===== src/kfci_pkg.sv =====
// Shared constants, state encoding and control/status structs of the
// keyframe color interpolator. No dependencies.
package kfci_pkg;

    localparam int MAX_KEYS     = 64;
    localparam int NUM_BINS     = 32;
    localparam int KEY_W        = $clog2(MAX_KEYS);
    localparam int BIN_W        = $clog2(NUM_BINS);
    localparam int KEY_CNT_W    = 7;
    localparam int STAMP_W      = 24;
    localparam int CH_W         = 8;
    localparam int NUM_CH       = 4;
    localparam int COLOR_W      = CH_W * NUM_CH;
    localparam int COLOR_DEPTH  = MAX_KEYS * NUM_BINS;
    localparam int COLOR_ADDR_W = $clog2(COLOR_DEPTH);
    localparam int PROD_W       = CH_W + STAMP_W;
    localparam int STEP_W       = $clog2(CH_W);
    localparam int CH_IDX_W     = $clog2(NUM_CH);

    localparam logic CMD_WRITE = 1'b0;
    localparam logic CMD_QUERY = 1'b1;

    typedef enum logic [3:0] {
        ST_IDLE,
        ST_SCAN_START,
        ST_SCAN,
        ST_COLOR_P,
        ST_COLOR_PC,
        ST_COLOR_NC,
        ST_MUL,
        ST_DIV,
        ST_CHAN_END,
        ST_FINISH
    } state_t;

    typedef struct packed {
        logic accept_write;
        logic accept_query;
        logic scan_start;
        logic scan_step;
        logic color_p;
        logic color_pc;
        logic color_nc;
        logic mul;
        logic div_step;
        logic chan_end;
        logic finish_load;
    } ctrl_t;

    typedef struct packed {
        logic trivial;
        logic scan_done;
        logic interp;
        logic div_last;
        logic chan_last;
        logic out_free;
    } stat_t;

endpackage


===== src/kfci_ctrl.sv =====
// Sequencing state machine of the keyframe color interpolator.
// Depends on kfci_pkg for the state type and the control/status structs.
module kfci_ctrl
    import kfci_pkg::*;
(
    input  logic  clk,
    input  logic  rst_n,
    input  logic  in_valid,
    input  logic  command,
    output logic  in_ready,
    input  stat_t stat,
    output ctrl_t ctrl
);

    state_t state_reg;
    state_t state_next;

    always_ff @(posedge clk or negedge rst_n)
    begin
        if (!rst_n)
        begin
            state_reg <= ST_IDLE;
        end
        else
        begin
            state_reg <= state_next;
        end
    end

    always_comb
    begin
        state_next = state_reg;
        unique case (state_reg)
            ST_IDLE:
            begin
                if (in_valid && command == CMD_QUERY)
                begin
                    state_next = stat.trivial ? ST_FINISH : ST_SCAN_START;
                end
            end
            ST_SCAN_START: state_next = ST_SCAN;
            ST_SCAN:
            begin
                if (stat.scan_done)
                begin
                    state_next = ST_COLOR_P;
                end
            end
            ST_COLOR_P:  state_next = ST_COLOR_PC;
            ST_COLOR_PC: state_next = stat.interp ? ST_COLOR_NC : ST_FINISH;
            ST_COLOR_NC: state_next = ST_MUL;
            ST_MUL:      state_next = ST_DIV;
            ST_DIV:
            begin
                if (stat.div_last)
                begin
                    state_next = ST_CHAN_END;
                end
            end
            ST_CHAN_END: state_next = stat.chan_last ? ST_FINISH : ST_MUL;
            ST_FINISH:
            begin
                if (stat.out_free)
                begin
                    state_next = ST_IDLE;
                end
            end
            default:     state_next = ST_IDLE;
        endcase
    end

    always_comb
    begin
        ctrl              = '0;
        ctrl.accept_write = (state_reg == ST_IDLE) && in_valid && (command == CMD_WRITE);
        ctrl.accept_query = (state_reg == ST_IDLE) && in_valid && (command == CMD_QUERY);
        ctrl.scan_start   = (state_reg == ST_SCAN_START);
        ctrl.scan_step    = (state_reg == ST_SCAN);
        ctrl.color_p      = (state_reg == ST_COLOR_P);
        ctrl.color_pc     = (state_reg == ST_COLOR_PC);
        ctrl.color_nc     = (state_reg == ST_COLOR_NC);
        ctrl.mul          = (state_reg == ST_MUL);
        ctrl.div_step     = (state_reg == ST_DIV);
        ctrl.chan_end     = (state_reg == ST_CHAN_END);
        ctrl.finish_load  = (state_reg == ST_FINISH) && stat.out_free;
        in_ready          = (state_reg == ST_IDLE);
    end

endmodule


===== config.mk =====
export PLATFORM = sky130hd
export DESIGN_NAME = kfci_ctrl
export DESIGN_NICKNAME = d
export VERILOG_FILES = /design/src/kfci_pkg.sv /design/src/kfci_ctrl.sv
export SDC_FILE = /design/constraint.sdc
export NUM_CORES = 1
export LEC_CHECK = 0
export BUFFER_PORTS_ARGS = -buffer_cell sky130_fd_sc_hd__buf_2
export CAP_MARGIN = 30
export CORE_MARGIN = 2
export CORE_UTILIZATION = 30
export CTS_BUF_LIST = sky130_fd_sc_hd__clkbuf_4
export CTS_CLUSTER_SIZE = 10
export DETAILED_ROUTE_END_ITERATION = 10
export PLACE_DENSITY = 0.63
export SLEW_MARGIN = 20
export SYNTH_ARGS = -nofsm -noshare
export SYNTH_HDL_FRONTEND = slang
export SYNTH_SLANG_ARGS = --single-unit

===== constraint.sdc =====
create_clock -name clk -period 1.5 [get_ports clk]
set_clock_uncertainty 0.1 [all_clocks]
set_input_delay 0.375 -clock clk [delete_from_list [all_inputs] [get_ports clk]]
set_output_delay 0.375 -clock clk [all_outputs]
set_load 0.01 [all_outputs]

==> metrics <==
die area 0.00183 mm^2; post-route clock period utilization 120%; M1 wire length 676 um; Worst-Skew Late Latency 0.24 ns; CP Launch Type flip-flop; Initial Util 31.1%; first-pass GRT wire length 2710 um; Rows 14; metal2 WL 889 um; post-route cell area 922 um^2; minimum clock period 1.80 ns; synth top area cells dfrtp_1, nor3_1, nor2_1, nand2b_1, buf_6; placed insts 100; Yosys top cell area share 22.2%; antenna viol nets, final 0; initial antenna violation count 0; Pint 1.09 mW; Slew HR 81.3%; non-filler instance count after layout 117; max reg flops 4; Reg power frac 12.5%; outcome complete, but fails checks; CP Max Fanout 4; LEAKAGE 0.459 nW; Longest Clk Path Bufs 2; setup ws final -0.297 ns; synthesis-to-layout area growth 104%; largest net degree at the start of global routing 8; Vias per Instance 5.26; most frequent cells in the layout buf_2, buf_4, buf_6; Clock Sinks 4; vias in the first global route 603; DR pass1 iterations 5; overflow left after global routing 0; RSZ-0062 raised after global routing true; H-tree depth 1; Root Driver clkbuf_4; clock power share 6.8%; max-cap violation count 0; Initial DRC Count 25; Vias 615; Hold Vio Cnt, Final 0; I/O Pins 22; WS Path Type flip-flop to output port; Die Ht 42.8 um; reg2reg start state_reg[1]; gpl congestion 0.863; Syn Std Cell Area 452 um^2; Post-DP Area 652 um^2; DRT Wirelength 1690 um; Reg2Reg Depth 5; TritonCTS Buffers 3; Synthesized Nets 66; share of layout cells above drive strength 1 76.2%; fmax 557 MHz; pwr/cell area 2100 mW/mm^2; Final setup violation count 14; Netlist cell types 29; top routing layer in use met4; CP required 1.02 ns; GRT Total Usage 19.8%; commonest non-fill, non-tap cell in the layout buf_2; Hold Crit Class input pin to async pin; # nets final 113; register bit total from synthesis 4; Die W 42.8 um; post-synthesis sequential area ratio 22.2%; IO Port Bufs 21; ANT cells 0; Arrival @ worst endpoint 1.32 ns; post-synth top area cell dfrtp_1; R2R setup slack -0.20 ns; switching share of power 43.9%; Psw 0.852 mW; RR Endpoint state_reg[0]; hold slack 0.369 ns; post-DR wirelength/cell 14.4 um; total power 1.94 mW; Cells after Synth 56; Worst setup EP type output port; CTS tree yes; VDD IR max 0.819 mV; Worst-Margin Slew 0.279 ns; Placement Setup Slack -0.147 ns; Slew Limit Fails 0; Worst-path clk slew 0.04 ns; failing checks negative setup slack; metal3 WL 96 um; area of the core 0.00145 mm^2; Synthesis Warnings 0; syn avg cell area 8.07 um^2; DRC Markers 0; Logic pwr share 80.7%; DP HPWL 1040 um
[per-stage QoR]
step                setup TNS (ns)  utilization (%)
floorplan                   -0.102                -
CTS                          -2.48             54.0
finish                       -2.92             63.4
global placement            -0.347             44.8
detailed placement          -0.568             44.8
global route                 -3.94             63.4
[what timing repair did]
item	4_1_cts	5_1_grt
hold buffers	1	0
endpoints found under the hold margin	4	0
resized for setup	14	20
endpoints found under the setup margin	14	16
pin swaps	4	4
buffers inserted	7	8
[area by class of cell]
| type | count | area, um^2 |
|---|---|---|
| Sequential cell | 4 | 104 |
| Tap cell | 16 | 20.0 |
| Timing Repair Buffer | 47 | 335 |
| Clock buffer | 3 | 22.5 |
| Multi-Input combinational cell | 44 | 429 |
| Fill cell | 114 | 532 |
| Inverter | 3 | 11.3 |
[routing by layer]
| metal | GRT usage (%) | vias to the layer above |
|---|---|---|
| met2 | 31.8 | 25 |
| met3 | 5.53 | 3 |
| li1 | - | 293 |
| met5 | 0 | - |
| met4 | 13.1 | 0 |
| met1 | 22.6 | 294 |
[how the worst max path moves through the flow]
stage                 start  cells after the start            to
3_5_place_dp   state_reg[2]                      4  state_reg[0]
4_1_cts        state_reg[1]                      3       ctrl[9]
3_3_place_gp   state_reg[2]                      4  state_reg[0]
2_1_floorplan  state_reg[0]                      5  state_reg[0]
6_report       state_reg[1]                      4      ctrl[10]
5_1_grt        state_reg[0]                      4       ctrl[9]
[power groups by stage]
stage / logic (mW) / clock network (mW) / registers (mW)
4_1_cts: 1.23 / 0.135 / 0.236
3_5_place_dp: 0.968 / 0 / 0.251
2_1_floorplan: 0.680 / 0 / 0.213
3_3_place_gp: 0.963 / 0 / 0.245
6_report: 1.57 / 0.133 / 0.242
5_1_grt: 1.68 / 0.139 / 0.253
[cell families after synthesis]
group	Yosys count	share of synthesized area, %
AND/OR/NAND/NOR	31	42.9
buffers and inverters	8	10.8
multiplexers	1	3.32
flip-flops	4	22.2
AO/OA/AOI/OAI	12	20.8
[critical path: stages, from the launching register on]
cell	delay, ns
dfrtp_2	0.43
nor4_4	0.34
nand2_1	0.11
nor2_2	0.08
buf_2	0.12
[synth_stat cells (all sizes together)]
| library cell | instances |
|---|---|
| a2111oi | 1 |
| a211o | 1 |
| a21boi | 1 |
| a21oi | 2 |
| a31o | 1 |
| a31oi | 1 |
| and3 | 1 |
| and3b | 1 |
| buf | 3 |
| clkbuf | 2 |
| dfrtp | 4 |
| inv | 3 |
| mux2 | 1 |
| nand2 | 3 |
| nand2b | 6 |
| nand3 | 1 |
| nor2 | 7 |
| nor2b | 1 |
| nor3 | 10 |
| nor4 | 1 |
| o211a | 1 |
| o21ai | 1 |
| o221ai | 1 |
| o31ai | 1 |
| o32ai | 1 |
No activity file was read; power rests on OpenSTA's default activity.
